## src/rtl/ils_pkg.sv

```systemverilog
// Package for the indexed list store: sizes, command and status codes,
// print-sequencer states and the control bundle sent down the cell chain.
// Used by every file in rtl; depends on nothing.
package ils_pkg;

    localparam int CAPACITY = 32;
    localparam int DATA_W   = 32;
    localparam int IDX_W    = $clog2(CAPACITY);
    localparam int CNT_W    = $clog2(CAPACITY + 1);
    localparam int POS_W    = 6;
    localparam int OIDX_W   = 5;
    localparam int LEN_W    = 6;

    typedef enum logic [1:0] {
        CMD_INSERT  = 2'd0,
        CMD_DELETE  = 2'd1,
        CMD_REVERSE = 2'd2,
        CMD_PRINT   = 2'd3
    } cmd_t;

    typedef enum logic [1:0] {
        STAT_OK    = 2'd0,
        STAT_RANGE = 2'd1,
        STAT_FULL  = 2'd2,
        STAT_EMPTY = 2'd3
    } stat_t;

    typedef enum logic {
        ST_IDLE  = 1'b0,
        ST_PRINT = 1'b1
    } state_t;

    // Broadcast to every cell: one shift command per cycle at most
    typedef struct packed {
        logic              ins_en;
        logic              del_en;
        logic [IDX_W-1:0]  at;
        logic [DATA_W-1:0] din;
    } cell_ctrl_t;

endpackage

```

## src/rtl/ils_cell.sv

```systemverilog
// One storage cell of the list chain: holds one element and takes its
// neighbor's value on insert (from below) or delete (from above).
// Depends on ils_pkg.
module ils_cell (
    input  logic                           clk,
    input  logic [ils_pkg::IDX_W-1:0]      cell_idx,
    input  ils_pkg::cell_ctrl_t            ctrl,
    input  logic [ils_pkg::DATA_W-1:0]     prev_val,
    input  logic [ils_pkg::DATA_W-1:0]     next_val,
    output logic [ils_pkg::DATA_W-1:0]     val
);

    logic [ils_pkg::DATA_W-1:0] val_reg;
    logic [ils_pkg::DATA_W-1:0] val_next;

    // Load at the insert point, shift up above it; shift down on delete
    always_comb
    begin
        val_next = val_reg;
        if (ctrl.ins_en)
        begin
            if (cell_idx == ctrl.at)
                val_next = ctrl.din;
            else if (cell_idx > ctrl.at)
                val_next = prev_val;
        end
        else if (ctrl.del_en)
        begin
            if (cell_idx >= ctrl.at)
                val_next = next_val;
        end
    end

    // Element payload: no reset needed
    always_ff @(posedge clk)
    begin
        val_reg <= val_next;
    end

    assign val = val_reg;

endmodule

```

## src/rtl/indexed_list_store.sv

```systemverilog
// Top level of the indexed list store: command decode, cell chain,
// print sequencer and output register. Depends on ils_pkg and ils_cell.
//
// Usage:
//   Input channel (in_valid/in_ready) carries one request: command, value,
//   position. Output channel (out_valid/out_ready) carries result items.
//   Insert, delete and reverse each give one result in the cycle after the
//   request is accepted; the cell chain shifts in that same edge, so a new
//   request can be accepted every cycle while the output is drained.
//   Print of N elements streams N results, one per cycle while the receiver
//   takes them, once the sequencer is in the print state; the element read
//   is a single mux over the cells addressed by the print counter. No request
//   is accepted until the last-flagged result is in the output register.
//   Print of an empty list gives one result with status empty.
//   Reset clears the element count, the reverse flag, the sequencer and
//   the output valid; cell contents stay undefined until written.
//   A stalled receiver holds the output register and freezes the print
//   stream and the input channel; nothing is lost or repeated.
//   Reverse only toggles a flag, which re-maps positions in the chain.
module indexed_list_store (
    input  logic                          clk,
    input  logic                          rst_n,
    input  logic                          in_valid,
    output logic                          in_ready,
    input  logic [1:0]                    command,
    input  logic signed [31:0]            value,
    input  logic [ils_pkg::POS_W-1:0]     position,
    output logic                          out_valid,
    input  logic                          out_ready,
    output logic signed [31:0]            elem_value,
    output logic [ils_pkg::OIDX_W-1:0]    elem_index,
    output logic                          last,
    output logic [1:0]                    status,
    output logic [ils_pkg::LEN_W-1:0]     list_length
);

    localparam int CAP = ils_pkg::CAPACITY;
    localparam int DW  = ils_pkg::DATA_W;
    localparam int IW  = ils_pkg::IDX_W;
    localparam int CW  = ils_pkg::CNT_W;

    ils_pkg::state_t        state_reg, state_next;
    logic [CW-1:0]          count_reg, count_next;
    logic                   rev_reg, rev_next;
    logic [IW-1:0]          rd_idx_reg, rd_idx_next;
    logic [IW-1:0]          lg_idx_reg, lg_idx_next;

    logic                   out_valid_reg, out_valid_next;
    logic [DW-1:0]          oval_reg, oval_next;
    logic [ils_pkg::OIDX_W-1:0] oidx_reg, oidx_next;
    logic                   olast_reg, olast_next;
    ils_pkg::stat_t         ostat_reg, ostat_next;
    logic [ils_pkg::LEN_W-1:0] olen_reg, olen_next;

    ils_pkg::cmd_t          cmd;
    logic                   accept;
    logic                   out_free;
    logic                   ins_ok;
    logic                   del_ok;
    logic                   print_start;
    logic                   print_last;
    logic [CW-1:0]          pos_ext;
    logic [CW-1:0]          ins_at;
    logic [CW-1:0]          del_at;
    ils_pkg::stat_t         req_stat;
    ils_pkg::cell_ctrl_t    ctrl;
    logic [DW-1:0]          cell_val [CAP];

    assign cmd      = ils_pkg::cmd_t'(command);
    assign out_free = !out_valid_reg || out_ready;
    assign accept   = in_valid && in_ready;

    // Decode the request against the current count
    always_comb
    begin
        pos_ext  = CW'(position);
        ins_ok   = 1'b0;
        del_ok   = 1'b0;
        req_stat = ils_pkg::STAT_OK;
        case (cmd)
            ils_pkg::CMD_INSERT:
            begin
                if (position > ils_pkg::POS_W'(count_reg))
                    req_stat = ils_pkg::STAT_RANGE;
                else if (count_reg >= CW'(CAP))
                    req_stat = ils_pkg::STAT_FULL;
                else
                    ins_ok = 1'b1;
            end
            ils_pkg::CMD_DELETE:
            begin
                if (position >= ils_pkg::POS_W'(count_reg))
                    req_stat = ils_pkg::STAT_RANGE;
                else
                    del_ok = 1'b1;
            end
            ils_pkg::CMD_PRINT:
            begin
                if (count_reg == '0)
                    req_stat = ils_pkg::STAT_EMPTY;
            end
            default:
                req_stat = ils_pkg::STAT_OK;
        endcase
        ins_at = rev_reg ? (count_reg - pos_ext) : pos_ext;
        del_at = rev_reg ? (count_reg - CW'(1) - pos_ext) : pos_ext;
    end

    assign print_start = accept && (cmd == ils_pkg::CMD_PRINT) && (count_reg != '0);
    assign print_last  = (CW'(lg_idx_reg) == count_reg - CW'(1));

    // Drive the cell chain
    always_comb
    begin
        ctrl.ins_en = accept && ins_ok;
        ctrl.del_en = accept && del_ok;
        ctrl.at     = ins_ok ? ins_at[IW-1:0] : del_at[IW-1:0];
        ctrl.din    = DW'(value);
    end

    genvar gi;
    generate
        for (gi = 0; gi < CAP; gi++)
        begin : g_cell
            logic [DW-1:0] prev_w;
            logic [DW-1:0] next_w;
            if (gi == 0)
            begin : g_first
                assign prev_w = '0;
            end
            else
            begin : g_prev
                assign prev_w = cell_val[gi-1];
            end
            if (gi == CAP - 1)
            begin : g_end
                assign next_w = '0;
            end
            else
            begin : g_next
                assign next_w = cell_val[gi+1];
            end
            ils_cell u_cell (
                .clk      (clk),
                .cell_idx (IW'(gi)),
                .ctrl     (ctrl),
                .prev_val (prev_w),
                .next_val (next_w),
                .val      (cell_val[gi])
            );
        end
    endgenerate

    // Next state of the print sequencer
    always_comb
    begin
        state_next = state_reg;
        case (state_reg)
            ils_pkg::ST_IDLE:
            begin
                if (print_start)
                    state_next = ils_pkg::ST_PRINT;
            end
            ils_pkg::ST_PRINT:
            begin
                if (out_free && print_last)
                    state_next = ils_pkg::ST_IDLE;
            end
            default:
                state_next = ils_pkg::ST_IDLE;
        endcase
    end

    // Outputs of the sequencer: list state, read pointers, result register
    always_comb
    begin
        in_ready       = 1'b0;
        count_next     = count_reg;
        rev_next       = rev_reg;
        rd_idx_next    = rd_idx_reg;
        lg_idx_next    = lg_idx_reg;
        out_valid_next = out_valid_reg && !out_ready;
        oval_next      = oval_reg;
        oidx_next      = oidx_reg;
        olast_next     = olast_reg;
        ostat_next     = ostat_reg;
        olen_next      = olen_reg;
        case (state_reg)
            ils_pkg::ST_IDLE:
            begin
                in_ready = out_free;
                if (accept)
                begin
                    if (ins_ok)
                        count_next = count_reg + CW'(1);
                    else if (del_ok)
                        count_next = count_reg - CW'(1);
                    if (cmd == ils_pkg::CMD_REVERSE)
                        rev_next = !rev_reg;
                    rd_idx_next = rev_reg ? (count_reg[IW-1:0] - IW'(1)) : '0;
                    lg_idx_next = '0;
                    if (!print_start)
                    begin
                        out_valid_next = 1'b1;
                        oval_next      = '0;
                        oidx_next      = '0;
                        olast_next     = 1'b1;
                        ostat_next     = req_stat;
                        olen_next      = ils_pkg::LEN_W'(count_next);
                    end
                end
            end
            ils_pkg::ST_PRINT:
            begin
                if (out_free)
                begin
                    out_valid_next = 1'b1;
                    oval_next      = cell_val[rd_idx_reg];
                    oidx_next      = ils_pkg::OIDX_W'(lg_idx_reg);
                    olast_next     = print_last;
                    ostat_next     = ils_pkg::STAT_OK;
                    olen_next      = ils_pkg::LEN_W'(count_reg);
                    lg_idx_next    = lg_idx_reg + IW'(1);
                    rd_idx_next    = rev_reg ? (rd_idx_reg - IW'(1))
                                             : (rd_idx_reg + IW'(1));
                end
            end
            default:
                in_ready = 1'b0;
        endcase
    end

    // Control registers
    always_ff @(posedge clk or negedge rst_n)
    begin
        if (!rst_n)
        begin
            state_reg     <= ils_pkg::ST_IDLE;
            count_reg     <= '0;
            rev_reg       <= 1'b0;
            out_valid_reg <= 1'b0;
        end
        else
        begin
            state_reg     <= state_next;
            count_reg     <= count_next;
            rev_reg       <= rev_next;
            out_valid_reg <= out_valid_next;
        end
    end

    // Pointers and result payload
    always_ff @(posedge clk)
    begin
        rd_idx_reg <= rd_idx_next;
        lg_idx_reg <= lg_idx_next;
        oval_reg   <= oval_next;
        oidx_reg   <= oidx_next;
        olast_reg  <= olast_next;
        ostat_reg  <= ostat_next;
        olen_reg   <= olen_next;
    end

    assign out_valid   = out_valid_reg;
    assign elem_value  = $signed(oval_reg);
    assign elem_index  = oidx_reg;
    assign last        = olast_reg;
    assign status      = ostat_reg;
    assign list_length = olen_reg;

endmodule

```

## config.mk

```make
export PLATFORM = sky130hd
export DESIGN_NAME = indexed_list_store
export DESIGN_NICKNAME = d
export VERILOG_FILES = /design/src/rtl/ils_pkg.sv /design/src/rtl/ils_cell.sv /design/src/rtl/indexed_list_store.sv
export SDC_FILE = /design/constraint.sdc
export NUM_CORES = 2
export LEC_CHECK = 0
export ABC_AREA = 0
export BUFFER_PORTS_ARGS = -buffer_cell sky130_fd_sc_hd__buf_2
export CAP_MARGIN = 20
export CORE_MARGIN = 2
export CORE_UTILIZATION = 40
export DETAILED_ROUTE_END_ITERATION = 8
export GPL_TIMING_DRIVEN = 0
export MAX_ROUTING_LAYER = met4
export PLACE_DENSITY = 0.59
export RECOVER_POWER = 50
export SETUP_SLACK_MARGIN = 0.05
export SYNTH_ARGS = -nofsm -noshare
export SYNTH_HDL_FRONTEND = slang
export SYNTH_HIERARCHICAL = 1
export SYNTH_SLANG_ARGS = --single-unit
```

## constraint.sdc

```tcl
create_clock -name clk -period 8.3 [get_ports clk]
set_input_delay 1.245 -clock clk [delete_from_list [all_inputs] [get_ports clk]]
set_output_delay 1.245 -clock clk [all_outputs]
set_load 0.005 [all_outputs]
```

# Word level (Yosys, flattened, before mapping)
# Cells that the tools add are included.
# totals
regBits	1089
in_bits	44
output_inout_bits	48
elab_cells	489
# classes
add_sub_neg	8
n_lt_le_gt_ge	68
n_eq_ne	70
n_mux	214
bitwise	2
reduce_logical	84
# ops
op	count
2-to-1 mux 32 bit	165
binary-select mux 32 bit (select 5 bit)	1
AND reduction 3 bit	34
!= test 3 x 1 -> 1 bit (second input constant)	32
== test 5 bit (first input constant)	16
>= comparator 5 bit (first input constant)	16
greater-than comparator 5 bit (first input constant)	16
nonzero test 2 bit	33
case mux 32 bit (2 select lines)	1
2-to-1 mux 5 bit	12
== test 4 x 5 -> 1 bit (first input constant)	8
>= comparator 4 x 5 -> 1 bit (first input constant)	8
greater-than comparator 4 x 5 -> 1 bit (first input constant)	8
2-to-1 mux 6 bit	5
case mux 5 bit (2 select lines)	3
== test 3 x 5 -> 1 bit (first input constant)	4
>= comparator 3 x 5 -> 1 bit (first input constant)	4
greater-than comparator 3 x 5 -> 1 bit (first input constant)	4
2-to-1 mux 1 bit	15
>= comparator 6 bit (second input constant)	2
2-to-1 mux 2 bit	6
case mux 6 bit (2 select lines)	1
adder 5 x 1 -> 5 bit (second input constant)	2
== test 2 x 5 -> 1 bit (first input constant)	2
other kinds (29)	48

# Longest topological paths before layout
# depth
word_depth	9
depth_mapped	17
ltp_nobuf	15

# By module
# Netlist, hierarchy kept.
# modules_own_cells
module	n_inst	cells_each	area_each_um2	seq_area_each_um2
ils_cell	32	202	1943.1	960.9
indexed_list_store	1	721	11278.3	1906.8

# Worst setup path before layout
# Ideal clock, no wire load.
# synth_timing
path_kind	input -> register
startpoint	input command[0]
endpoint	register g_cell[12].u_cell.val_reg, in the netlist g_cell[12].u_cell/val[0] (enable)
setup_time_ns	0.441
arrival_time_ns	6.318
required_time_ns	7.859
path_slack_ns	1.541
path_stages	15
n_path_buf	4
path_cell_list	buf_2 -> or3_1 -> a211oi_1 -> a21oi_1 -> clkbuf_1 -> o21ai_0 -> a21oi_1 -> nor2_1 -> inv_1 -> ha_1 -> and2_1 -> buf_6 -> buf_4 -> o21ai_0 -> a31oi_1
# synth_lines
item	line	rtl
start, declared	indexed_list_store.sv:25	input logic [1:0] command,
end signal, assigned	ils_cell.sv:37	val_reg <= val_next;
end, declared	ils_cell.sv:13	logic [ils_pkg::DATA_W-1:0] val_reg;

==> metrics <==
outcome finished, violations left; violated checks capacitance limit, slew limit; LEAKAGE 26.5 nW; chip height 433 um; grt ovf 0; worst-path fanout max 28; Max Root-Sink Buffers 3; CP max-delay cell a31oi_1; WHS 0.448 ns; critical-path cell list clkbuf_1 -> inv_1 -> ha_1 -> nand3_1 -> a211o_1 -> a21oi_1 -> clkbuf_1 -> a21oi_1 -> nor2_1 -> buf_12 -> inv_1 -> ha_1 -> and2_0 -> buf_6 -> buf_4 -> o21ai_0 -> a31oi_1 -> buf_16; Place WS 2.09 ns; io pins 92; GRT Total Usage 28.2%; remaining antenna violation count after routing 0; DIE AREA 187000 um2; Initial Util 40.2%; slew margin rel. -25.2%; Hold/Removal Path Class in2async; Final nets 7916; Max Clk Rate 145 MHz; routed via count 63000; CTS tree yes; minimum clock period 6.88 ns; CTS H-tree depth 4; number of hold violations in the final report 0; area delta synth->final 12.6%; Worst EP required 8.78 ns; Critical Path Max Stage Delay 1.37 ns; post-CTS setup buffer count 0; Final Skew 0.0253 ns; power density over the cells 272 nW/um2; CP Launch Type register; Internal 13.0 mW; number of synthesized flops with an enable pin 1080; final std cells w/o fill 10200; Sw Ratio 42.5%; Post-Syn Area 73500 um2; first-pass GRT wire length 389000 um; antenna violations before repair 10; Comb power frac 46.0%; sequential share of power 27.9%; YS warnings 6; filler cell count in the final layout 17100; Post-synth ARST share 0.826%; part of the cycle the worst path needs 82.9%; Mapped Avg Cell Area 10.2 um2; hold_buf cts 0; RD Place Congestion 0.951; drt initial violations 6554; PostCTS Resize Cnt 0; post-synth cell types 50; pin count of the biggest net entering global routing 38; Post-Route WL 264000 um; CTS buffer count 137; Vias/cell 6.19; number of global-route vias before repair 65500; Final WS setup 1.42 ns; Die Wd 433 um; worst-case vdd ir drop 0.209 mV; Final setup viols 0; max cap viols 20; CTS clk-pin slew, worst paths 0.06 ns; Worst-Skew Late Latency 0.80 ns; Clk pwr share 26.1%; number of cell rows 157; Worst Tran Pin Value 1.87 ns; TritonRoute pass-1 iters 8; crit path kind reg2reg; Cell Count Post-Placement 9933; Yosys reg bits 1089; RSZ-0062 raised after global routing false; DR WL/cell 25.9 um; Root Buffer clkbuf_16; Largest register FFs 1024; Slew Limit Fails 193; share of layout cells above drive strength 1 15.3%; post-route DRC violation count 0; CTS Sinks 1089; Cells after Synth 7185; core area 183000 um2; Synth Flop Type edfxtp_1; total power 22.5 mW; Finished Core Util 45.3%; port buffer count 90; Switch Pwr 9.57 mW; DPL Wire Length 213000 um; Worst Path Arrival 7.37 ns; crit end category register; sequential fraction of the synthesis area 44.5%
-- cell usage after synthesis (64+ instances only) --
master | count | area (um2)
o21ai_0 | 1062 | 5320
a31oi_1 | 1058 | 6620
mux4_2 | 320 | 7210
nor2_1 | 1054 | 3960
nand3_2 | 320 | 3200
buf_8 | 64 | 961
clkbuf_1 | 435 | 1630
buf_6 | 77 | 867
inv_1 | 210 | 788
ha_1 | 180 | 2250
nand3_1 | 754 | 3770
buf_2 | 80 | 400
edfxtp_1 | 1080 | 32400
nand2_1 | 75 | 282
-- logic make-up (layout without fill, tap and decap cells) --
| family | count (synthesis) | count (layout) | synth area share [%] |
|---|---|---|---|
| and+or+nand+nor | 2298 | 2298 | 16.1 |
| AOI/OAI and AO/OA | 2291 | 2291 | 18.0 |
| DFF | 1089 | 1089 | 44.5 |
| buffers and inverters | 973 | 1354 | 8.20 |
| muxes | 320 | 320 | 9.81 |
| adders and majority gates | 184 | 184 | 3.16 |
| xor gates and xnor gates | 28 | 28 | 0.334 |
| other | 2 | 230 | 0.0102 |
-- final timing paths --
check,slack [ns],depth (start not counted),end,startpoint
min in group clk,0.61,1,count_reg[4]$_DFFE_PN0P_,count_reg[4]$_DFFE_PN0P_
min,0.45,1,count_reg[3]$_DFFE_PN0P_,rst_n
max reg2reg,1.42,18,g_cell[4].u_cell/val[6]$_DFFE_PP_,count_reg[5]$_DFFE_PN0P_
max,1.42,18,g_cell[4].u_cell/val[6]$_DFFE_PP_,count_reg[5]$_DFFE_PN0P_
max in group asynchronous,7.43,1,out_valid$_DFF_PN0_,rst_n
min reg2reg,0.61,1,count_reg[4]$_DFFE_PN0P_,count_reg[4]$_DFFE_PN0P_
-- final cells by class --
type                       count  area, um2  share of cell area (%)
timing repair buffer         143       1560                    1.88
clock buffer                 173       3700                    4.47
sequential                  1089      32700                    39.5
buffer                       763       4730                    5.71
antenna                        6       15.0                  0.0182
tap                         2385       2980                    3.61
inverter                     210        788                   0.953
multi-input combinational   5345      35700                    43.2
clock inverter                65        542                   0.655
-- through the flow --
| step | TNS [ns] | cell area [um2] |
|---|---|---|
| after global routing | 0 | 82700 |
| after global placement | -2455.31 | 77700 |
| after CTS | 0 | 83700 |
| after floorplan | 0 | 74300 |
| after detailed placement | 0 | 79500 |
| final | 0 | 82700 |
-- layer usage --
metal  track usage (%)  part of all wire [%]
met1              32.3                    37
met2              48.8                    50
met3              3.40                   6.8
met4              14.3                   5.3
met5                 -                     0
-- power by group through the flow --
stage / sequential, mW / combinational (mW) / clock [mW]
floorplan: 6.36 / 6.71 / 0
global placement: 6.39 / 10.1 / 0
detailed placement: 6.39 / 10.5 / 0
CTS: 6.27 / 10.5 / 5.95
global route: 6.29 / 10.9 / 6.16
finish: 6.27 / 10.4 / 5.88
-- cells in the final DEF, fill, tap and decap left out, types with 210 or more instances in the layout --
cell type	instances
mux4_2	320
conb_1	224
inv_1	210
clkbuf_1	568
nand3_2	321
a31oi_1	1053
nor2_1	1052
nand3_1	753
o21ai_0	1061
edfxtp_1	1080
-- critical path, delay by kind of cell, from the launching register on --
family                     cells  cell delay (ns)
AOI/OAI and AO/OA              5             2.35
adders and majority gates      2             0.66
buffers and inverters          8             1.94
DFF                            1             0.32
and+or+nand+nor                3             1.25
(Power assumes the default switching activity.)
